$ cat config.mk
export PLATFORM = sky130hd
export DESIGN_NAME = counter_bank_with_max_tracking_flat
export DESIGN_NICKNAME = d
export VERILOG_FILES = /design/src/rtl/cbmt_pkg.sv /design/src/rtl/cbmt_ifs.sv /design/src/rtl/cbmt_front.sv /design/src/rtl/cbmt_queue.sv /design/src/rtl/cbmt_back.sv /design/src/rtl/counter_bank_with_max_tracking.sv /design/src/flat_wrapper.sv
export VERILOG_INCLUDE_DIRS = /design/src /design/src/rtl
export SDC_FILE = /design/constraint.sdc
export NUM_CORES = 1
export LEC_CHECK = 0
export ABC_CLOCK_PERIOD_IN_PS = 10300
export BUFFER_PORTS_ARGS = -buffer_cell sky130_fd_sc_hd__buf_4
export CORE_ASPECT_RATIO = 0.5
export CORE_MARGIN = 3
export CORE_UTILIZATION = 40
export CTS_BUF_LIST = sky130_fd_sc_hd__clkbuf_2 sky130_fd_sc_hd__clkbuf_4 sky130_fd_sc_hd__clkbuf_8
export CTS_CLUSTER_SIZE = 8
export DETAILED_ROUTE_END_ITERATION = 8
export GPL_ROUTABILITY_DRIVEN = 0
export HOLD_SLACK_MARGIN = 0.1
export MAX_ROUTING_LAYER = met4
export PLACE_DENSITY = 0.57
export SYNTH_ARGS = -nofsm -noshare
export SYNTH_HDL_FRONTEND = slang
export SYNTH_SLANG_ARGS = --single-unit
$ cat constraint.sdc
create_clock -name i_clk -period 10.3 [get_ports i_clk]
set_clock_uncertainty 0.1 [all_clocks]
set_input_delay 1.545 -clock i_clk [delete_from_list [all_inputs] [get_ports i_clk]]
set_output_delay 1.545 -clock i_clk [all_outputs]
set_load 0.01 [all_outputs]
$ cat src/rtl/counter_bank_with_max_tracking_macros.svh
// ----------------------------------------------------------------------------
// counter bank assertion macros
// shared concurrent assertion forms for the counter bank rtl
// ----------------------------------------------------------------------------
`ifndef COUNTER_BANK_WITH_MAX_TRACKING_MACROS_SVH
`define COUNTER_BANK_WITH_MAX_TRACKING_MACROS_SVH

// same-cycle implication, disabled while in reset
`define CBMT_ASSERT_IMP(label, clk, rst_n, ante, cons, msg) \
    label: assert property (@(posedge clk) disable iff (!rst_n) (ante) |-> (cons)) \
        else $error(msg);

// next-cycle implication, disabled while in reset
`define CBMT_ASSERT_NXT(label, clk, rst_n, ante, cons, msg) \
    label: assert property (@(posedge clk) disable iff (!rst_n) (ante) |=> (cons)) \
        else $error(msg);

`endif

$ cat src/rtl/cbmt_pkg.sv
// ----------------------------------------------------------------------------
// cbmt_pkg
// sizes, codes, types and helpers shared by the counter bank rtl
// ----------------------------------------------------------------------------
`default_nettype none

package cbmt_pkg;

    // bank geometry
    localparam int NUM_COUNTERS = 32;
    localparam int COUNT_WIDTH  = 16;
    localparam int IDX_W        = (NUM_COUNTERS > 1) ? $clog2(NUM_COUNTERS) : 1;
    localparam int CNT_W        = $clog2(NUM_COUNTERS + 1);

    // port field widths
    localparam int CFG_W     = 7;
    localparam int FUNC_W    = 3;
    localparam int INDEX_W   = 6;
    localparam int OUT_VAL_W = 16;
    localparam int MULT_W    = 7;
    localparam int ERR_W     = 2;

    // queue between front and back
    localparam int QUEUE_DEPTH = 2;
    localparam int QPTR_W      = (QUEUE_DEPTH > 1) ? $clog2(QUEUE_DEPTH) : 1;
    localparam int QCNT_W      = $clog2(QUEUE_DEPTH + 1);

    localparam logic [CFG_W-1:0] CFG_RESET = 7'd32;

    // function codes
    localparam logic [FUNC_W-1:0] FUNC_INC   = 3'd0;
    localparam logic [FUNC_W-1:0] FUNC_DEC   = 3'd1;
    localparam logic [FUNC_W-1:0] FUNC_CLR   = 3'd2;
    localparam logic [FUNC_W-1:0] FUNC_QUERY = 3'd3;
    localparam logic [FUNC_W-1:0] FUNC_LIST  = 3'd4;

    // error codes
    localparam logic [ERR_W-1:0] ERR_OK    = 2'd0;
    localparam logic [ERR_W-1:0] ERR_RANGE = 2'd1;
    localparam logic [ERR_W-1:0] ERR_SAT   = 2'd2;

    // classified operation
    typedef enum logic [2:0] {
        K_INC,
        K_DEC,
        K_CLR,
        K_QUERY,
        K_LIST,
        K_RANGE
    } t_kind;

    typedef struct packed {
        t_kind              kind;
        logic [INDEX_W-1:0] idx;
    } t_op;

    // clamp the register to the number of counters that really take part
    function automatic logic [CNT_W-1:0] active_count(input logic [CFG_W-1:0] cfg);
        logic [CNT_W-1:0] n;
        if (cfg == '0) begin
            n = CNT_W'(1);
        end else if (32'(cfg) > NUM_COUNTERS) begin
            n = CNT_W'(NUM_COUNTERS);
        end else begin
            n = CNT_W'(cfg);
        end
        return n;
    endfunction

    // fit a counter value to the result field
    function automatic logic [OUT_VAL_W-1:0] to_out_val(input logic [COUNT_WIDTH-1:0] v);
        logic [31:0] w;
        w = 32'(v);
        return w[OUT_VAL_W-1:0];
    endfunction

endpackage

`default_nettype wire

$ cat src/rtl/cbmt_ifs.sv
// ----------------------------------------------------------------------------
// cbmt_ifs
// valid/ready channels for the counter bank request and result words
// ----------------------------------------------------------------------------
`default_nettype none

// request channel
interface cbmt_in_if import cbmt_pkg::*; ();
    logic               valid;
    logic               ready;
    logic [FUNC_W-1:0]  func;
    logic [INDEX_W-1:0] index;

    modport source (output valid, output func, output index, input ready);
    modport sink   (input valid, input func, input index, output ready);
endinterface

// result channel
interface cbmt_out_if import cbmt_pkg::*; ();
    logic                 valid;
    logic                 ready;
    logic [INDEX_W-1:0]   index_out;
    logic [OUT_VAL_W-1:0] count_value;
    logic [OUT_VAL_W-1:0] max_value;
    logic [MULT_W-1:0]    max_multiplicity;
    logic                 last;
    logic [ERR_W-1:0]     error;

    modport source (output valid, output index_out, output count_value, output max_value,
                    output max_multiplicity, output last, output error, input ready);
    modport sink   (input valid, input index_out, input count_value, input max_value,
                    input max_multiplicity, input last, input error, output ready);
endinterface

`default_nettype wire

$ cat src/rtl/cbmt_front.sv
// ----------------------------------------------------------------------------
// cbmt_front
// accepts request words and classifies them for the execution back end
// ----------------------------------------------------------------------------
`default_nettype none

module cbmt_front import cbmt_pkg::*; (
    cbmt_in_if.sink          i_in,
    input  logic [CNT_W-1:0] i_active,
    output logic             o_push_valid,
    input  logic             i_push_ready,
    output t_op              o_push_op
);

    t_kind kind;

    // a word is taken whenever the queue has room
    assign o_push_valid = i_in.valid;
    assign i_in.ready   = i_push_ready;

    // decode the function and check the index against the counters in use
    always_comb begin
        if (i_in.func == FUNC_LIST) begin
            kind = K_LIST;
        end else if (32'(i_in.index) >= 32'(i_active)) begin
            kind = K_RANGE;
        end else begin
            case (i_in.func)
                FUNC_INC: kind = K_INC;
                FUNC_DEC: kind = K_DEC;
                FUNC_CLR: kind = K_CLR;
                default:  kind = K_QUERY;
            endcase
        end
    end

    assign o_push_op.kind = kind;
    assign o_push_op.idx  = i_in.index;

endmodule

`default_nettype wire

$ cat src/rtl/cbmt_queue.sv
// ----------------------------------------------------------------------------
// cbmt_queue
// short fifo of classified operations between front and back end
// ----------------------------------------------------------------------------
`default_nettype none

module cbmt_queue import cbmt_pkg::*; (
    input  logic i_clk,
    input  logic i_rst_n,
    input  logic i_push_valid,
    output logic o_push_ready,
    input  t_op  i_push_op,
    output logic o_pop_valid,
    input  logic i_pop_ready,
    output t_op  o_pop_op
);

    t_op               r_slot [QUEUE_DEPTH];
    logic [QPTR_W-1:0] r_wp;
    logic [QPTR_W-1:0] r_rp;
    logic [QCNT_W-1:0] r_cnt;
    logic              push;
    logic              pop;

    assign o_push_ready = (32'(r_cnt) < QUEUE_DEPTH);
    assign o_pop_valid  = (r_cnt != '0);
    assign o_pop_op     = r_slot[r_rp];
    assign push         = i_push_valid && o_push_ready;
    assign pop          = o_pop_valid && i_pop_ready;

    // slot storage
    always_ff @(posedge i_clk) begin
        if (push) begin
            r_slot[r_wp] <= i_push_op;
        end
    end

    // pointers and fill level
    always_ff @(posedge i_clk) begin
        if (!i_rst_n) begin
            r_wp  <= '0;
            r_rp  <= '0;
            r_cnt <= '0;
        end else begin
            if (push) begin
                r_wp <= (r_wp == QPTR_W'(QUEUE_DEPTH - 1)) ? '0 : r_wp + 1'b1;
            end
            if (pop) begin
                r_rp <= (r_rp == QPTR_W'(QUEUE_DEPTH - 1)) ? '0 : r_rp + 1'b1;
            end
            if (push && !pop) begin
                r_cnt <= r_cnt + 1'b1;
            end else if (pop && !push) begin
                r_cnt <= r_cnt - 1'b1;
            end
        end
    end

endmodule

`default_nettype wire

$ cat src/rtl/cbmt_back.sv
// ----------------------------------------------------------------------------
// cbmt_back
// executes operations on the counter memory, rescans the maximum, emits words
// ----------------------------------------------------------------------------
`default_nettype none
`include "counter_bank_with_max_tracking_macros.svh"

module cbmt_back import cbmt_pkg::*; (
    input  logic             i_clk,
    input  logic             i_rst_n,
    input  logic [CNT_W-1:0] i_active,
    input  logic             i_cfg_written,
    input  logic             i_pop_valid,
    output logic             o_pop_ready,
    input  t_op              i_pop_op,
    cbmt_out_if.source       o_out
);

    typedef enum logic [2:0] {
        S_IDLE,
        S_MOD,
        S_SCAN,
        S_TAIL,
        S_EMIT,
        S_LIST_CHK
    } t_state;

    localparam logic [COUNT_WIDTH-1:0] FULL_SCALE = '1;

    t_state               r_state;
    logic                 r_rescan;
    logic                 r_emit_after;
    t_kind                r_kind;
    logic [INDEX_W-1:0]   r_idx;
    logic [COUNT_WIDTH-1:0] r_val;
    logic [ERR_W-1:0]     r_err;
    logic [IDX_W-1:0]     r_addr;
    logic                 r_cmp_vld;
    logic [COUNT_WIDTH-1:0] r_best;
    logic [CNT_W-1:0]     r_hits;
    logic [COUNT_WIDTH-1:0] r_max;
    logic [CNT_W-1:0]     r_mult;
    logic [CNT_W-1:0]     r_produced;

    // counter memory with a valid bit per entry, unwritten entries read as zero
    logic [COUNT_WIDTH-1:0]  r_mem [NUM_COUNTERS];
    logic [NUM_COUNTERS-1:0] r_vld;
    logic [COUNT_WIDTH-1:0]  r_rd_data;
    logic                    r_rd_vld;

    // result register
    logic                 r_ov;
    logic [INDEX_W-1:0]   r_o_idx;
    logic [OUT_VAL_W-1:0] r_o_val;
    logic [OUT_VAL_W-1:0] r_o_max;
    logic [MULT_W-1:0]    r_o_mult;
    logic                 r_o_last;
    logic [ERR_W-1:0]     r_o_err;

    logic                   rd_en;
    logic [IDX_W-1:0]       rd_addr;
    logic                   wr_en;
    logic [COUNT_WIDTH-1:0] rd_val;
    logic                   out_free;
    logic                   pop;
    logic                   last_addr;
    logic [COUNT_WIDTH-1:0] n_best;
    logic [CNT_W-1:0]       n_hits;
    logic [COUNT_WIDTH-1:0] mod_val;
    logic [ERR_W-1:0]       mod_err;
    logic                   list_match;
    logic                   list_go;
    logic                   load_out;

    assign rd_val      = r_rd_vld ? r_rd_data : '0;
    assign out_free    = !r_ov || o_out.ready;
    assign o_pop_ready = (r_state == S_IDLE) && !r_rescan;
    assign pop         = o_pop_ready && i_pop_valid;
    assign last_addr   = (CNT_W'(r_addr) == CNT_W'(i_active - 1'b1));
    assign list_match  = (rd_val == r_max);
    assign list_go     = !list_match || out_free;

    // a result word is loaded this cycle
    assign load_out = ((r_state == S_EMIT) && out_free) ||
                      ((r_state == S_LIST_CHK) && list_go && list_match);

    // running maximum and multiplicity over the scanned counters
    always_comb begin
        n_best = r_best;
        n_hits = r_hits;
        if (r_cmp_vld) begin
            if (rd_val > r_best) begin
                n_best = rd_val;
                n_hits = CNT_W'(1);
            end else if (rd_val == r_best) begin
                n_hits = r_hits + 1'b1;
            end
        end
    end

    // new value of the addressed counter
    always_comb begin
        mod_val = rd_val;
        mod_err = ERR_OK;
        case (r_kind)
            K_INC: begin
                if (rd_val == FULL_SCALE) begin
                    mod_err = ERR_SAT;
                end else begin
                    mod_val = rd_val + 1'b1;
                end
            end
            K_DEC: begin
                if (rd_val != '0) begin
                    mod_val = rd_val - 1'b1;
                end
            end
            K_CLR:   mod_val = '0;
            default: mod_val = rd_val;
        endcase
    end

    // memory port control
    always_comb begin
        rd_en   = 1'b0;
        rd_addr = r_addr;
        wr_en   = 1'b0;
        case (r_state)
            S_IDLE: begin
                if (pop && i_pop_op.kind != K_RANGE) begin
                    rd_en   = 1'b1;
                    rd_addr = (i_pop_op.kind == K_LIST) ? '0 : i_pop_op.idx[IDX_W-1:0];
                end
            end
            S_MOD: begin
                wr_en = (r_kind == K_INC) || (r_kind == K_DEC) || (r_kind == K_CLR);
            end
            S_SCAN: begin
                rd_en = 1'b1;
            end
            S_LIST_CHK: begin
                if (list_go && !last_addr) begin
                    rd_en   = 1'b1;
                    rd_addr = r_addr + 1'b1;
                end
            end
            default: rd_en = 1'b0;
        endcase
    end

    // memory write and registered read
    always_ff @(posedge i_clk) begin
        if (wr_en) begin
            r_mem[r_addr] <= mod_val;
        end
        if (rd_en) begin
            r_rd_data <= r_mem[rd_addr];
            r_rd_vld  <= r_vld[rd_addr];
        end
    end

    // entry valid bits
    always_ff @(posedge i_clk) begin
        if (!i_rst_n) begin
            r_vld <= '0;
        end else if (wr_en) begin
            r_vld[r_addr] <= 1'b1;
        end
    end

    // sequencer and result register
    always_ff @(posedge i_clk) begin
        if (!i_rst_n) begin
            r_state    <= S_IDLE;
            r_rescan   <= 1'b1;
            r_ov       <= 1'b0;
            r_max      <= '0;
            r_mult     <= '0;
            r_cmp_vld  <= 1'b0;
        end else begin
            if (load_out) begin
                r_ov <= 1'b1;
            end else if (o_out.ready) begin
                r_ov <= 1'b0;
            end
            case (r_state)
                S_IDLE: begin
                    if (r_rescan) begin
                        r_emit_after <= 1'b0;
                        r_addr       <= '0;
                        r_cmp_vld    <= 1'b0;
                        r_best       <= '0;
                        r_hits       <= '0;
                        r_state      <= S_SCAN;
                    end else if (pop) begin
                        r_kind <= i_pop_op.kind;
                        r_idx  <= i_pop_op.idx;
                        case (i_pop_op.kind)
                            K_RANGE: begin
                                r_val   <= '0;
                                r_err   <= ERR_RANGE;
                                r_state <= S_EMIT;
                            end
                            K_LIST: begin
                                r_addr     <= '0;
                                r_produced <= '0;
                                r_state    <= S_LIST_CHK;
                            end
                            default: begin
                                r_addr  <= i_pop_op.idx[IDX_W-1:0];
                                r_state <= S_MOD;
                            end
                        endcase
                    end
                end
                S_MOD: begin
                    r_val        <= mod_val;
                    r_err        <= mod_err;
                    r_addr       <= '0;
                    r_cmp_vld    <= 1'b0;
                    r_best       <= '0;
                    r_hits       <= '0;
                    r_emit_after <= 1'b1;
                    r_state      <= S_SCAN;
                end
                S_SCAN: begin
                    r_cmp_vld <= 1'b1;
                    r_best    <= n_best;
                    r_hits    <= n_hits;
                    if (last_addr) begin
                        r_state <= S_TAIL;
                    end else begin
                        r_addr <= r_addr + 1'b1;
                    end
                end
                S_TAIL: begin
                    r_max     <= n_best;
                    r_mult    <= n_hits;
                    r_cmp_vld <= 1'b0;
                    r_state   <= r_emit_after ? S_EMIT : S_IDLE;
                end
                S_EMIT: begin
                    if (out_free) begin
                        r_o_idx  <= r_idx;
                        r_o_val  <= to_out_val(r_val);
                        r_o_max  <= to_out_val(r_max);
                        r_o_mult <= MULT_W'(r_mult);
                        r_o_last <= 1'b1;
                        r_o_err  <= r_err;
                        r_state  <= S_IDLE;
                    end
                end
                S_LIST_CHK: begin
                    if (list_go) begin
                        if (list_match) begin
                            r_o_idx    <= INDEX_W'(r_addr);
                            r_o_val    <= to_out_val(rd_val);
                            r_o_max    <= to_out_val(r_max);
                            r_o_mult   <= MULT_W'(r_mult);
                            r_o_last   <= (CNT_W'(r_produced + 1'b1) == r_mult);
                            r_o_err    <= ERR_OK;
                            r_produced <= r_produced + 1'b1;
                        end
                        if (last_addr) begin
                            r_state <= S_IDLE;
                        end else begin
                            r_addr <= r_addr + 1'b1;
                        end
                    end
                end
                default: r_state <= S_IDLE;
            endcase
            // a register write always forces a fresh scan, started from idle
            if (i_cfg_written) begin
                r_rescan <= 1'b1;
            end else if (r_state == S_IDLE) begin
                r_rescan <= 1'b0;
            end
        end
    end

    assign o_out.valid            = r_ov;
    assign o_out.index_out        = r_o_idx;
    assign o_out.count_value      = r_o_val;
    assign o_out.max_value        = r_o_max;
    assign o_out.max_multiplicity = r_o_mult;
    assign o_out.last             = r_o_last;
    assign o_out.error            = r_o_err;

    // scan and listing stay inside the counters in use
    `CBMT_ASSERT_IMP(a_scan_in_range, i_clk, i_rst_n, (r_state == S_SCAN || r_state == S_LIST_CHK), (CNT_W'(r_addr) < i_active), "scan address beyond counters in use")
    // a listing never emits more words than counters at the maximum
    `CBMT_ASSERT_IMP(a_list_bounded, i_clk, i_rst_n, (r_state == S_LIST_CHK), (r_produced <= r_mult), "listing emitted too many words")
    // a finished scan always finds at least one counter at the maximum
    `CBMT_ASSERT_NXT(a_mult_nonzero, i_clk, i_rst_n, (r_state == S_TAIL), (r_mult != '0), "empty maximum after scan")
    // no word is loaded over one still waiting to be taken
    `CBMT_ASSERT_IMP(a_no_overrun, i_clk, i_rst_n, (r_ov && !o_out.ready && r_state == S_EMIT), ##1 (r_state == S_EMIT || r_ov), "result word overwritten")

endmodule

`default_nettype wire

$ cat src/rtl/counter_bank_with_max_tracking.sv
// ----------------------------------------------------------------------------
// counter_bank_with_max_tracking
// bank of saturating counters with tracked maximum and multiplicity
// ----------------------------------------------------------------------------
// Requests enter a two-word queue and are carried out one at a time against a
// single-port counter memory. With n counters in use, an increment, decrement,
// reset or query reads, modifies and writes back the counter, rescans the maximum
// over all n counters through the memory read port, then emits the result word;
// an out-of-range index is answered with an error word and no rescan; a listing
// reads the counters in turn and may be held off by the result side. After
// reset and after every register write the maximum is rescanned (reset gives
// n = 32); requests wait in the queue meanwhile and the input stalls once full.
`default_nettype none

module counter_bank_with_max_tracking import cbmt_pkg::*; (
    input  logic             i_clk,
    input  logic             i_rst_n,
    cbmt_in_if.sink          i_in,
    cbmt_out_if.source       o_out,
    input  logic             i_cfg_we,
    input  logic [CFG_W-1:0] i_cfg_wdata
);

    logic [CFG_W-1:0] r_cfg;
    logic [CNT_W-1:0] active;
    logic             push_valid;
    logic             push_ready;
    t_op              push_op;
    logic             pop_valid;
    logic             pop_ready;
    t_op              pop_op;

    // counters-in-use register
    always_ff @(posedge i_clk) begin
        if (!i_rst_n) begin
            r_cfg <= CFG_RESET;
        end else if (i_cfg_we) begin
            r_cfg <= i_cfg_wdata;
        end
    end

    assign active = active_count(r_cfg);

    // accept and classify
    cbmt_front u_front (
        .i_in         (i_in),
        .i_active     (active),
        .o_push_valid (push_valid),
        .i_push_ready (push_ready),
        .o_push_op    (push_op)
    );

    // decoupling queue
    cbmt_queue u_queue (
        .i_clk        (i_clk),
        .i_rst_n      (i_rst_n),
        .i_push_valid (push_valid),
        .o_push_ready (push_ready),
        .i_push_op    (push_op),
        .o_pop_valid  (pop_valid),
        .i_pop_ready  (pop_ready),
        .o_pop_op     (pop_op)
    );

    // execute and report
    cbmt_back u_back (
        .i_clk         (i_clk),
        .i_rst_n       (i_rst_n),
        .i_active      (active),
        .i_cfg_written (i_cfg_we),
        .i_pop_valid   (pop_valid),
        .o_pop_ready   (pop_ready),
        .i_pop_op      (pop_op),
        .o_out         (o_out)
    );

endmodule

`default_nettype wire
$ cat src/flat_wrapper.sv
// flat-port wrapper written by rule: the top's interface ports become plain ports
module counter_bank_with_max_tracking_flat import cbmt_pkg::*;
  (i_clk, i_rst_n, i_cfg_we, i_cfg_wdata, i_in_valid, i_in_func, i_in_index, i_in_ready, o_out_valid, o_out_index_out, o_out_count_value, o_out_max_value, o_out_max_multiplicity, o_out_last, o_out_error, o_out_ready);
  cbmt_in_if i_in_i ();
  cbmt_out_if o_out_i ();
  input  logic i_clk;
  input  logic i_rst_n;
  input  logic i_cfg_we;
  input  logic [CFG_W-1:0] i_cfg_wdata;
  input wire logic [$bits(i_in_i.valid)-1:0] i_in_valid;
  input wire logic [$bits(i_in_i.func)-1:0] i_in_func;
  input wire logic [$bits(i_in_i.index)-1:0] i_in_index;
  output wire logic [$bits(i_in_i.ready)-1:0] i_in_ready;
  output wire logic [$bits(o_out_i.valid)-1:0] o_out_valid;
  output wire logic [$bits(o_out_i.index_out)-1:0] o_out_index_out;
  output wire logic [$bits(o_out_i.count_value)-1:0] o_out_count_value;
  output wire logic [$bits(o_out_i.max_value)-1:0] o_out_max_value;
  output wire logic [$bits(o_out_i.max_multiplicity)-1:0] o_out_max_multiplicity;
  output wire logic [$bits(o_out_i.last)-1:0] o_out_last;
  output wire logic [$bits(o_out_i.error)-1:0] o_out_error;
  input wire logic [$bits(o_out_i.ready)-1:0] o_out_ready;
  assign i_in_i.valid = i_in_valid;
  assign i_in_i.func = i_in_func;
  assign i_in_i.index = i_in_index;
  assign i_in_ready = i_in_i.ready;
  assign o_out_valid = o_out_i.valid;
  assign o_out_index_out = o_out_i.index_out;
  assign o_out_count_value = o_out_i.count_value;
  assign o_out_max_value = o_out_i.max_value;
  assign o_out_max_multiplicity = o_out_i.max_multiplicity;
  assign o_out_last = o_out_i.last;
  assign o_out_error = o_out_i.error;
  assign o_out_i.ready = o_out_ready;
  counter_bank_with_max_tracking u_core (.i_clk(i_clk), .i_rst_n(i_rst_n), .i_in(i_in_i), .o_out(o_out_i), .i_cfg_we(i_cfg_we), .i_cfg_wdata(i_cfg_wdata));
endmodule
== After elaboration in Yosys (flattened, before gate mapping) ==
Memory sizes are Yosys's and may differ from the RTL's. A register that Yosys moved wholly into a read port is not among the register bits.
Cells that the tools add are included.

* RAM bits: 530
* Word-level logic and storage cells: 226
* Output and inout bits: 50
* Memories kept: 2
* Bits in registers: 181
* Input port bits: 21

* $lt $le $gt $ge: 7
* Reduce and logical (&&, ||, !) cells: 47
* Equality and inequality tests: 30
* Bitwise logic cells: 3
* $add $sub $neg: 10
* Muxes and demuxes: 100

{| class="wikitable"
|+ Memory list
! name !! depth !! bits a word !! read ports !! clocked after memory_dff !! wr ports !! line !! text
|-
| u_core.u_back.r_mem || 32 || 16 || 1 || 1 || 1 || cbmt_back.sv:46 || <nowiki>logic [COUNT_WIDTH-1:0] r_mem [NUM_COUNTERS];</nowiki>
|-
| u_core.u_queue.r_slot || 2 || 9 || 1 || 1 || 1 || cbmt_queue.sv:18 || <nowiki>t_op r_slot [QUEUE_DEPTH];</nowiki>
|}

{| class="wikitable"
|+ Operators with widths
! kind !! number
|-
| 16-bit 2-to-1 mux || 15
|-
| 16-bit case mux with 2 select lines || 3
|-
| 16-bit case mux with 3 select lines || 2
|-
| 6-bit 2-to-1 mux || 14
|-
| 5-bit 2-to-1 mux || 7
|-
| 16-bit equality test || 2
|-
| 32-bit OR || 1
|-
| 3-bit 2-to-1 mux || 9
|-
| 6-bit case mux with 2 select lines || 2
|-
| 7-bit 2-to-1 mux || 3
|-
| 2-bit 2-to-1 mux || 10
|-
| 5-bit case mux with 2 select lines || 2
|-
| 5-bit case mux with 4 select lines || 1
|-
| 5-bit AND reduction || 4
|-
| 1-bit 2-to-1 mux || 19
|-
| 2-bit != test, second input constant || 9
|-
| 3-bit case mux with 6 select lines || 1
|-
| 6-bit case mux with 3 select lines || 1
|-
| 16-bit by 1-bit adder with 16-bit output, second input constant || 1
|-
| 16-bit equality test, second input constant || 1
|-
| 16-bit > comparator || 1
|-
| 16-bit nonzero test || 1
|-
| 16-bit by 1-bit subtractor with 16-bit output, second input constant || 1
|-
| 3-bit equality test, second input constant || 5
|-
| other kinds (39) || 82
|}

== Longest topological paths before layout ==
Gate-level depths: netlist (run 1).

* Depth in word-level cells: 11
* Mapped depth: 19
* Mapped depth without buffers: 14

== Hierarchy ==
From an unflattened synthesis (run 1), not the netlist that was laid out.

* Cell total of the unflattened synthesis: 2,320
* Area, all modules: 31,288.8 um^2

{| class="wikitable"
|+ Modules (own cells, without submodules)
! module !! times used !! area an instance (um^2) !! cells an instance !! sequential area each (um^2)
|-
| cbmt_back || 1 || 29,864.9 || 2,205 || 20,329.5
|-
| cbmt_queue || 1 || 872.1 || 51 || 640.6
|-
| counter_bank_with_max_tracking || 1 || 310.3 || 30 || 140.1
|-
| cbmt_front || 1 || 241.5 || 34 || 0.0
|}

== Worst setup path after synthesis (run 1) ==
Ideal clock, no wire load.

* Path type: register -> register
* From: reg u_core.u_back.r_rd_vld
* To: mem u_core.u_back.r_mem[0][11] (data pin)
* Stages on the path, launching flop included: 16
* Slack: 5.362 ns
* Data required time: 9.720 ns
* Setup time: 0.480 ns
* Data arrival time: 4.358 ns
* Clock period less this slack: 4.938 ns
* Buffers on the path: 3
* Cell sequence: edfxtp_1 > buf_6 > buf_2 > buf_1 > nand2_1 > inv_1 > ha_1 > nand4_1 > nor3_1 > a2111oi_0 > nand3_1 > nor2_1 > and3_1 > a21oi_1 > o22a_1 > o32ai_1

* Longest elaborated chain between the ends: 4
* Elaborated cells on any way between the ends: 8
* Classes of those cells: 2 x add/sub; 1 x eq/ne; 4 x mux; 1 x reduce/logical

{| class="wikitable"
|+ Ends and longest elaborated chain
! element !! line !! text
|-
| start: declaration || cbmt_back.sv:49 || <nowiki>logic r_rd_vld;</nowiki>
|-
| start signal: assignment || cbmt_back.sv:158 || <nowiki>r_rd_vld <= r_vld[rd_addr];</nowiki>
|-
| 16-bit 2-to-1 mux (*) || cbmt_back.sv:75 || <nowiki>assign rd_val = r_rd_vld ? r_rd_data : '0;</nowiki>
|-
| 16-bit by 1-bit subtractor with 16-bit output, or another cell as far along || cbmt_back.sv:115 || <nowiki>mod_val = rd_val - 1'b1;</nowiki>
|-
| 16-bit 2-to-1 mux, on equally long branches || cbmt_back.sv:114, cbmt_back.sv:107 ||
|-
| 16-bit case mux with 3 select lines (*) || cbmt_back.sv:105 || <nowiki>case (r_kind)</nowiki>
|-
| named net u_core.u_back.mod_val[11] || cbmt_back.sv:69 || <nowiki>logic [COUNT_WIDTH-1:0] mod_val;</nowiki>
|-
| end: declaration || cbmt_back.sv:46 ||
|}

The timed path passes the listed nets; every way through them passes the cells marked *.

== Final worst setup path (run 1) ==
* From: reg u_core.r_cfg[6]
* To: reg u_core.u_back.r_rd_vld (data pin)

* Longest elaborated chain between the ends: 11
* Elaborated cells on any way between the ends: 12
* Classes of those cells: 1 x add/sub; 1 x order compare; 1 x eq/ne; 6 x mux; 3 x reduce/logical

{| class="wikitable"
|+ Ends and longest elaborated chain
! element !! line !! text
|-
| start: declaration || counter_bank_with_max_tracking.sv:24 || <nowiki>logic [CFG_W-1:0] r_cfg;</nowiki>
|-
| start signal: assignment || counter_bank_with_max_tracking.sv:38 || <nowiki>r_cfg <= i_cfg_wdata;</nowiki>
|-
| 7-bit by 6-bit > comparator with 1-bit output || cbmt_pkg.sv:62 || <nowiki>end else if (32'(cfg) > NUM_COUNTERS) begin</nowiki>
|-
| 6-bit 2-to-1 mux || cbmt_pkg.sv:62 ||
|-
| 6-bit 2-to-1 mux (*) || cbmt_pkg.sv:60 || <nowiki>if (cfg == '0) begin</nowiki>
|-
| 6-bit by 1-bit subtractor with 6-bit output (*) || cbmt_back.sv:79 || <nowiki>assign last_addr = (CNT_W'(r_addr) == CNT_W'(i_active - 1'b1));</nowiki>
|-
| 5-bit by 6-bit equality test with 1-bit output (*) || cbmt_back.sv:79 ||
|-
| 1-bit zero test (*) || cbmt_back.sv:142 || <nowiki>if (list_go && !last_addr) begin</nowiki>
|-
| 1-bit logical AND (*) || cbmt_back.sv:142 ||
|-
| 5-bit 2-to-1 mux (*) || cbmt_back.sv:142 ||
|-
| 5-bit case mux with 2 select lines (*) || cbmt_back.sv:128 || <nowiki>case (r_state)</nowiki>
|-
| 1-bit binary-select mux with 5-bit select (*) || cbmt_back.sv:158 ||
|-
| 1-bit 2-to-1 mux (not written as such) (*) || cbmt_back.sv:158 ||
|}

Every way passes the cells marked *; elsewhere a longest branch is shown, timed or not. The select of a mux whose other input is x is not followed.
A chain may end at the register's enable or synchronous reset.

==> impl_results.rst, run 1 <==
.. list-table::
   :header-rows: 1

   * - Metric
     - Value
   * - Status
     - finished clean
   * - Total grt overflow
     - 0
   * - Share of cells above drive strength 1
     - between 10% and 20%
   * - Worst Setup End Kind
     - flip-flop
   * - Maximum vdd drop
     - about 0.00011 V
   * - Sequential Power Share
     - 47.1%
   * - Syn avg cell area
     - roughly 13 µm²
   * - Total of warnings raised by yosys
     - 0
   * - HP Class
     - reg2reg
   * - Initial drt markers
     - 2346
   * - Initial antenna violation count
     - 4
   * - Number of sinks handled by clock tree synthesis
     - 727
   * - Global-route wire length before repair
     - 135000 µm
   * - Resized cells post-CTS
     - 0
   * - Share of the synthesized area in the top cell type
     - a little over 60%
   * - Total power density per cell area
     - around 210 mW/mm²
   * - Antenna-violating nets left
     - 0
   * - Number of distinct standard cells referenced by the synthesized netlist
     - 80
   * - Root buf cell
     - sky130_fd_sc_hd__clkbuf_8
   * - Ports placed on the boundary
     - 71
   * - First-pass detailed-route iteration total
     - 6
   * - Total standard cell area after synthesis
     - about 0.032 mm²
   * - Shortest clock period the worst path allows after layout
     - 5.82 ns
   * - Setup Total Neg Slack
     - 0 ns
   * - Placement Rows
     - 72
   * - Post-synth EDFFs
     - 655
   * - Sw Share
     - 30.5%
   * - Number of failing hold endpoints at the final stage
     - 0
   * - Die Footprint
     - 0.0827 mm²
   * - Number of pins with negative max-slew slack in the final report
     - 0
   * - Height of the chip
     - about 200 µm
   * - Most used DFF post-synth
     - sky130_fd_sc_hd__edfxtp_1
   * - Critical path data required time
     - 10.74 ns
   * - Number of fill cells in the layout
     - around 7.0k
   * - Wire per inst
     - around 24 µm
   * - Synth top area cells
     - sky130_fd_sc_hd__edfxtp_1, sky130_fd_sc_hd__dfxtp_1, sky130_fd_sc_hd__nand2_1, sky130_fd_sc_hd__a21oi_1, sky130_fd_sc_hd__nor2_1
   * - Placeable Area
     - approximately 0.078 mm²
   * - Crit path launch type
     - flip-flop
   * - Worst slack, placed
     - roughly 4.5 ns
   * - Post-synth ARST share
     - 0%
   * - Slew at the pin with the worst max-slew slack
     - 1.27 ns
   * - Most frequent cells after synthesis
     - sky130_fd_sc_hd__edfxtp_1, sky130_fd_sc_hd__nand2_1, sky130_fd_sc_hd__nor2_1
   * - Number of CTS-inserted buffers
     - 108
   * - Clock edge transition at the registers on the reported setup and hold paths
     - 0.07 ns
   * - Width of the die
     - 404 µm
   * - Number of global-route vias before repair
     - a little over 20k
   * - Synth-to-layout area growth
     - 12.9%
   * - Power dissipated by switching net loads
     - 2300 µW
   * - Number of buffers inserted by port buffering
     - 69
   * - Initial cell density of the core
     - between 40% and 50%
   * - Number of buffers inserted by post-CTS setup repair
     - 0
   * - DRC Markers
     - 0
   * - Cell count after synthesis
     - 2493
   * - Routed via count
     - 21.5k
   * - Synthesized flop and latch total
     - between 700 and 800
   * - Maximum frequency from static timing analysis
     - about 170 MHz
   * - Reported leakage power
     - 0.0125 µW
   * - Slack of the critical path
     - 4.48 ns
   * - Latest clock arrival within the worst-skew pair
     - 0.77 ns
   * - Clock tree from TritonCTS
     - built
   * - Most frequently used cell type in the post-synthesis netlist
     - sky130_fd_sc_hd__edfxtp_1
   * - Wire length reported by the detailed router
     - 90800 µm
   * - Portion of the clock cycle consumed by the worst path in the final layout
     - 56.6%
   * - Crit-path max FO
     - 65
   * - Share of total power in combinational logic
     - 19.7%
   * - Overall global routing resource usage
     - 22.3%
   * - Headroom to the max-slew limit
     - 15.3%
   * - Detailed placer's ending HPWL
     - 54600 µm
   * - Cell type with the highest aggregate area in the netlist
     - sky130_fd_sc_hd__edfxtp_1
   * - Total nets after synthesis
     - 2547
   * - Maxcap violations
     - 0
   * - Via-to-Cell Ratio
     - approximately 5.8
   * - Pin count of the biggest net entering global routing
     - 79
   * - Clock share of power
     - 33.2%
   * - Share of synthesized area occupied by flip-flops and latches
     - 66.7%
   * - Crit Path Class
     - reg2reg
   * - CTS hold repair buffers
     - 0
   * - Maximum buffer depth of the clock tree
     - 3
   * - Depth of the CTS H-tree
     - 3
   * - Final setup vio count
     - 0
   * - Unrepaired setup endpoints after global routing
     - no
   * - Critical path data arrival time
     - 6.27 ns
   * - Cell-internal power
     - 5220 µW
   * - Count of nets after finishing
     - about 2.6k
==> cell families after synthesis <==
| family | after synthesis | synth area share, % |
|---|---|---|
| buffers and inverters | 215 | 3.03 |
| AOI/OAI and AO/OA | 593 | 12.8 |
| xor gates and xnor gates | 37 | 1.02 |
| other | 1 | 0.0119 |
| adders and majority gates | 33 | 1.31 |
| and+or+nand+nor | 774 | 11.2 |
| muxes | 113 | 3.83 |
| DFF | 727 | 66.7 |
==> through the flow <==
| stage | power, µW | hold slack [ns] | area (µm²) | utilization, % | std cells |
|---|---|---|---|---|---|
| after floorplan | 4500 | 0.334 | 31600 | - | 2493 |
| after global placement | 5040 | 0.345 | 33400 | 42.9 | 3505 |
| after detailed placement | 5060 | 0.354 | 33400 | 42.9 | 3505 |
| after CTS | 7540 | 0.368 | 35700 | 45.9 | 3711 |
| after global routing | 7810 | 0.393 | 35700 | 45.9 | 3713 |
| final | 7520 | 0.366 | 35700 | 45.9 | 3714 |
==> cell usage in the layout (no fill, tap or decap), types with 9 or more instances in the layout <==
master,count
sky130_fd_sc_hd__mux2_1,10
sky130_fd_sc_hd__inv_1,52
sky130_fd_sc_hd__a211oi_2,16
sky130_fd_sc_hd__a21oi_1,156
sky130_fd_sc_hd__o21a_1,9
sky130_fd_sc_hd__and2_1,27
sky130_fd_sc_hd__o21ai_0,103
sky130_fd_sc_hd__o221a_2,16
sky130_fd_sc_hd__and3_1,10
sky130_fd_sc_hd__or3_1,22
sky130_fd_sc_hd__dfxtp_1,72
sky130_fd_sc_hd__a221o_1,32
sky130_fd_sc_hd__nand4_1,18
sky130_fd_sc_hd__a31oi_1,45
sky130_fd_sc_hd__buf_4,138
sky130_fd_sc_hd__clkbuf_8,116
sky130_fd_sc_hd__a21o_1,36
sky130_fd_sc_hd__o211ai_1,38
sky130_fd_sc_hd__mux2i_1,48
sky130_fd_sc_hd__ha_1,33
sky130_fd_sc_hd__nor2_2,21
sky130_fd_sc_hd__clkbuf_4,78
sky130_fd_sc_hd__o22ai_1,37
sky130_fd_sc_hd__xnor2_1,20
sky130_fd_sc_hd__a2bb2oi_1,20
sky130_fd_sc_hd__nor2_1,156
sky130_fd_sc_hd__nand3_1,105
sky130_fd_sc_hd__nand2b_1,12
sky130_fd_sc_hd__nor3_1,25
sky130_fd_sc_hd__edfxtp_1,655
sky130_fd_sc_hd__mux2_2,55
sky130_fd_sc_hd__a32o_1,21
sky130_fd_sc_hd__xor2_1,17
sky130_fd_sc_hd__nand2_1,315
==> registers in the layout (all words and copies together) (netlist names), 7 cells and up, named ones only <==
signal	cells
u_core.r_cfg	7
u_core.u_back.o_out.count_value	16
u_core.u_back.o_out.max_value	16
u_core.u_back.r_best	16
u_core.u_back.r_max	16
u_core.u_back.r_mem	512
u_core.u_back.r_rd_data	16
u_core.u_back.r_val	16
u_core.u_back.r_vld	32
u_core.u_queue.r_slot	18
==> final timing paths <==
check | cells past startpoint | to | from | slack (ns)
setup / recovery | 16 | u_core.u_back.r_rd_vld | u_core.r_cfg[6] | 4.48
hold / removal | 2 | u_core.u_back.r_vld[16] | u_core.u_back.r_vld[16] | 0.37
setup reg to reg | 16 | u_core.u_back.r_rd_vld | u_core.r_cfg[6] | 4.48
hold reg to reg | 2 | u_core.u_back.r_vld[16] | u_core.u_back.r_vld[16] | 0.37
==> power by group through the flow <==
stage	sequential (µW)	clock (µW)	combinational (µW)
2_1_floorplan	3530	0	969
3_3_place_gp	3600	0	1450
3_5_place_dp	3600	0	1460
4_1_cts	3540	2540	1460
5_1_grt	3550	2670	1590
6_report	3540	2500	1480
==> worst max-delay path: stages, from the launching register on <==
cell	delay, ns
sky130_fd_sc_hd__dfxtp_1	0.31
sky130_fd_sc_hd__nor2_1	0.50
sky130_fd_sc_hd__o21ai_1	0.26
sky130_fd_sc_hd__ha_1	0.29
sky130_fd_sc_hd__xnor2_1	0.14
sky130_fd_sc_hd__and3_1	0.21
sky130_fd_sc_hd__nor3_1	0.16
sky130_fd_sc_hd__nand3_1	0.17
sky130_fd_sc_hd__o21ai_1	0.35
sky130_fd_sc_hd__a32o_1	0.81
sky130_fd_sc_hd__nor2_8	0.21
sky130_fd_sc_hd__buf_4	0.35
sky130_fd_sc_hd__nand2_2	0.13
sky130_fd_sc_hd__buf_4	0.64
sky130_fd_sc_hd__o22ai_1	0.23
sky130_fd_sc_hd__o221a_2	0.39
sky130_fd_sc_hd__a211oi_2	0.30
==> metal layers <==
| layer | wire length, µm | track usage [%] | vias up |
|---|---|---|---|
| met1 | 41900 | 33.1 | 10700 |
| li1 | - | - | 9615 |
| met3 | 8800 | 4.75 | 133 |
| met5 | 0 | - | - |
| met2 | 38400 | 31.3 | 1056 |
| met4 | 1680 | 5.16 | 0 |
==> layout make-up <==
cell class / count / area, µm² / share of cell area, %
multi-input cells: 1551 / 9750 / 27.3
clock inverters: 12 / 130 / 0.364
inverters: 53 / 199 / 0.557
well taps: 1036 / 1300 / 3.63
flip-flops and latches: 727 / 21100 / 59.1
clock buffers: 194 / 2180 / 6.11
diodes: 3 / 7.51 / 0.0210
repair buffers: 138 / 1040 / 2.90
Note: power is estimated with default switching activity, not from simulation.
==> inputs of run 2 (changes only) <==
ABC_AREA = 1   (was default)
ABC_CLOCK_PERIOD_IN_PS = 6040   (was 10300)
clock period = 6.04 ns   (was 10.3 ns; I/O delays follow)
==> impl_results.rst, run 2 <==
.. list-table::
   :header-rows: 1

   * - Metric
     - Value
   * - Share of the synthesized area in the top cell type
     - 58.7%
   * - Total standard cell area after synthesis
     - 0.0335 mm²
   * - Mux cell area share after synthesis
     - less than 1%
   * - HP Class
     - in2reg
   * - Maximum frequency from static timing analysis
     - 210 MHz
   * - Synthesized flop and latch total
     - 727
   * - Overall global routing resource usage
     - 22.9%
   * - Combinational family with the most area after synthesis
     - simple AND/OR/NAND/NOR gates
   * - Width of the die
     - about 420 µm
   * - Largest register by flop count
     - u_core.u_back.r_mem
   * - Cell count after synthesis
     - 3396
   * - Synth top area cells
     - sky130_fd_sc_hd__edfxtp_1, sky130_fd_sc_hd__nand2_1, sky130_fd_sc_hd__nand3_1, sky130_fd_sc_hd__inv_1, sky130_fd_sc_hd__dfxtp_1
   * - Final setup vio count
     - 0
   * - Critical path data required time
     - 6.50 ns
   * - Initial drt markers
     - 3047
   * - Critical path data arrival time
     - 5.22 ns
   * - Commonest non-fill, non-tap cell in the layout
     - sky130_fd_sc_hd__nand2_1
   * - Number of buffers inserted by post-CTS setup repair
     - 0
   * - Via-to-Cell Ratio
     - between 5 and 6
   * - DRC Markers
     - 0
   * - Cell type with the highest aggregate area in the netlist
     - sky130_fd_sc_hd__edfxtp_1
   * - Routed via count
     - 25.1k
   * - Placement Rows
     - 74
   * - Most frequent cells after synthesis
     - sky130_fd_sc_hd__nand2_1, sky130_fd_sc_hd__edfxtp_1, sky130_fd_sc_hd__inv_1
   * - Number of global-route vias before repair
     - 23.9k
   * - Adder and majority cell fraction of the synthesized area
     - roughly 1.2%
   * - Count of placed standard cells in the final layout, fillers left out
     - approximately 4.7k
   * - Total of warnings raised by yosys
     - 0
   * - Status
     - finished clean
   * - Max FFs per register
     - approximately 510
   * - First-pass detailed-route iteration total
     - 6
   * - Number of sinks handled by clock tree synthesis
     - 727
   * - Hold Slack
     - 0.266 ns
   * - Antenna-violating nets left
     - 0
   * - Worst Setup End Kind
     - flip-flop
   * - Crit-path max FO
     - 52
   * - Compound-gate portion of the synthesized area
     - 4.75%
   * - Total nets after synthesis
     - 3450
   * - Maximum vdd drop
     - 0.000688 V
   * - Number of CTS-inserted buffers
     - 110
   * - Most frequently used cell type in the post-synthesis netlist
     - sky130_fd_sc_hd__nand2_1
   * - Latest clock arrival within the worst-skew pair
     - 0.75 ns
   * - Xor/xnor cell area share of the yosys netlist
     - 0.732%
   * - Wire length reported by the detailed router
     - 98200 µm
   * - Height of the chip
     - ~210 µm
   * - Clock edge transition at the registers on the reported setup and hold paths
     - 0.08 ns
   * - Cell total after placement
     - around 4.5k
   * - Post-synth ARST share
     - 0%
   * - Synth-to-layout area growth
     - 12.4%
   * - Count of nets after finishing
     - 3532
   * - Resized cells post-CTS
     - 0
   * - Crit Path Class
     - reg2reg
   * - Maxcap violations
     - 0
   * - Slew at the pin with the worst max-slew slack
     - 1.26 ns
   * - Placeable Area
     - 0.0823 mm²
   * - Unrepaired setup endpoints after global routing
     - no
   * - Maximum buffer depth of the clock tree
     - 3
   * - Number of failing hold endpoints at the final stage
     - 0
   * - Portion of the clock cycle consumed by the worst path in the final layout
     - 78.7%
   * - Total power after layout
     - 20700 µW
   * - Die Footprint
     - 0.0875 mm²
   * - Post-synth EDFFs
     - 655
   * - Total grt overflow
     - 0
   * - Headroom to the max-slew limit
     - 15.7%
   * - R2R Setup Slk
     - ~1.3 ns
   * - Number of distinct standard cells referenced by the synthesized netlist
     - 59
   * - Initial cell density of the core
     - 40.7%
   * - Reported leakage power
     - 0.0154 µW
   * - Initial antenna violation count
     - 3
   * - Clock tree from TritonCTS
     - built
   * - Share of cells above drive strength 1
     - 11.4%
   * - Shortest clock period the worst path allows after layout
     - around 4.8 ns
   * - Root buf cell
     - sky130_fd_sc_hd__clkbuf_8
   * - Syn avg cell area
     - 9.87 µm²
   * - Number of pins with negative max-slew slack in the final report
     - 0
   * - Ports placed on the boundary
     - 71
   * - Detailed placer's ending HPWL
     - 58500 µm
   * - Depth of the CTS H-tree
     - 3
   * - Pin count of the biggest net entering global routing
     - roughly 140
   * - Post-synthesis share of cell area spent on and, or, nand and nor gates
     - approximately 23%
   * - Leading cell types in the layout, fill and taps excluded
     - sky130_fd_sc_hd__nand2_1, sky130_fd_sc_hd__edfxtp_1, sky130_fd_sc_hd__inv_1, sky130_fd_sc_hd__nand3_1, sky130_fd_sc_hd__nand4_1
   * - Most used DFF post-synth
     - sky130_fd_sc_hd__edfxtp_1
   * - CTS hold repair buffers
     - 0
   * - Crit path launch type
     - flip-flop
   * - Share of synthesized area occupied by flip-flops and latches
     - 63.0%
   * - Wire per inst
     - 21.0 µm
   * - Number of buffers inserted by port buffering
     - 69
   * - Top Registers
     - u_core.u_back.r_mem x512, u_core.u_back.r_vld x32, u_core.u_queue.r_slot x18
   * - Setup Total Neg Slack
     - 0 ns
   * - Global-route wire length before repair
     - 150000 µm
   * - Total power density per cell area
     - 550 mW/mm²
==> run 2: cell types whose count changed after synthesis, sizes merged, moves of 37 or more <==
cell and delta:
a21oi -101, a31oi -38, inv +371, mux2 -65, mux2i -47, nand2 +594
nand3 +217, nand4 +203, nor2 +37, o21ai +47, o22ai -37
==> run 2: metal layers <==
metal	global-route usage [%]	wire [µm]	up-vias	part of all wire (%)
met1	32.1	43500	12200	44
met2	34.6	44200	1070	45
met4	6.43	2520	0	2.6
met3	3.68	7930	165	8.1
li1	-	-	11700	-
met5	-	0	-	0
==> run 2: path summary, 6_finish.rpt <==
path                                            to  cells after the start                   start
hold reg to reg   u_core.u_back.o_out.max_value[3]                      0  u_core.u_back.r_max[3]
setup reg to reg       u_core.u_back.r_rd_data[14]                     21         u_core.r_cfg[6]
setup / recovery       u_core.u_back.r_rd_data[14]                     21         u_core.r_cfg[6]
hold / removal         u_core.u_queue.r_slot[1][0]                      1           i_in_index[0]
==> run 2: worst max-delay path, stage by stage, from the launching register on <==
cell	delay [ns]
sky130_fd_sc_hd__dfxtp_1	0.34
sky130_fd_sc_hd__nor2_4	0.16
sky130_fd_sc_hd__nand2_1	0.07
sky130_fd_sc_hd__o21ai_1	0.17
sky130_fd_sc_hd__nand2_1	0.17
sky130_fd_sc_hd__ha_1	0.27
sky130_fd_sc_hd__xnor2_1	0.16
sky130_fd_sc_hd__nand2_1	0.07
sky130_fd_sc_hd__nand2_1	0.07
sky130_fd_sc_hd__nand2_1	0.05
sky130_fd_sc_hd__nor2_1	0.12
sky130_fd_sc_hd__nand3_2	0.23
sky130_fd_sc_hd__nand3_1	0.15
sky130_fd_sc_hd__nand3_1	0.08
sky130_fd_sc_hd__nand2_1	0.12
sky130_fd_sc_hd__o21ai_4	0.08
sky130_fd_sc_hd__inv_2	0.91
sky130_fd_sc_hd__buf_4	0.42
sky130_fd_sc_hd__nand3_1	0.13
sky130_fd_sc_hd__nand3_1	0.10
sky130_fd_sc_hd__nand3_1	0.24
sky130_fd_sc_hd__nand2_1	0.27
==> run 2: cells by family after synthesis <==
kind of cell / Yosys count
DFF: 727
xor gates and xnor gates: 28
buffers and inverters: 615
AOI/OAI and AO/OA: 279
and+or+nand+nor: 1712
muxes: 1
other: 1
adders and majority gates: 33
==> run 2: layout make-up <==
class                      instances  area (µm²)
fill                            7775       44600
sequential                       727       21100
multi-input combinational       2054       10000
clock buffer                     181        2100
inverter                         431        1620
tap                             1102        1380
timing repair buffer             154        1340
clock inverter                    16        97.6
antenna                            2        5.00
==> run 2: power breakdown <==
part	internal (µW)	switching [µW]
registers	6430	256
clock network	2190	1940
logic	2620	7260
total	11200	9460
==> run 2: through the flow <==
stage / worst slack (ns) / util (%) / area, µm²
floorplan: 1.18 / - / 33500
global placement: 1.41 / 43.1 / 35500
detailed placement: 1.41 / 43.1 / 35500
CTS: 1.41 / 45.8 / 37700
global route: 0.963 / 45.8 / 37700
finish: 1.29 / 45.8 / 37700
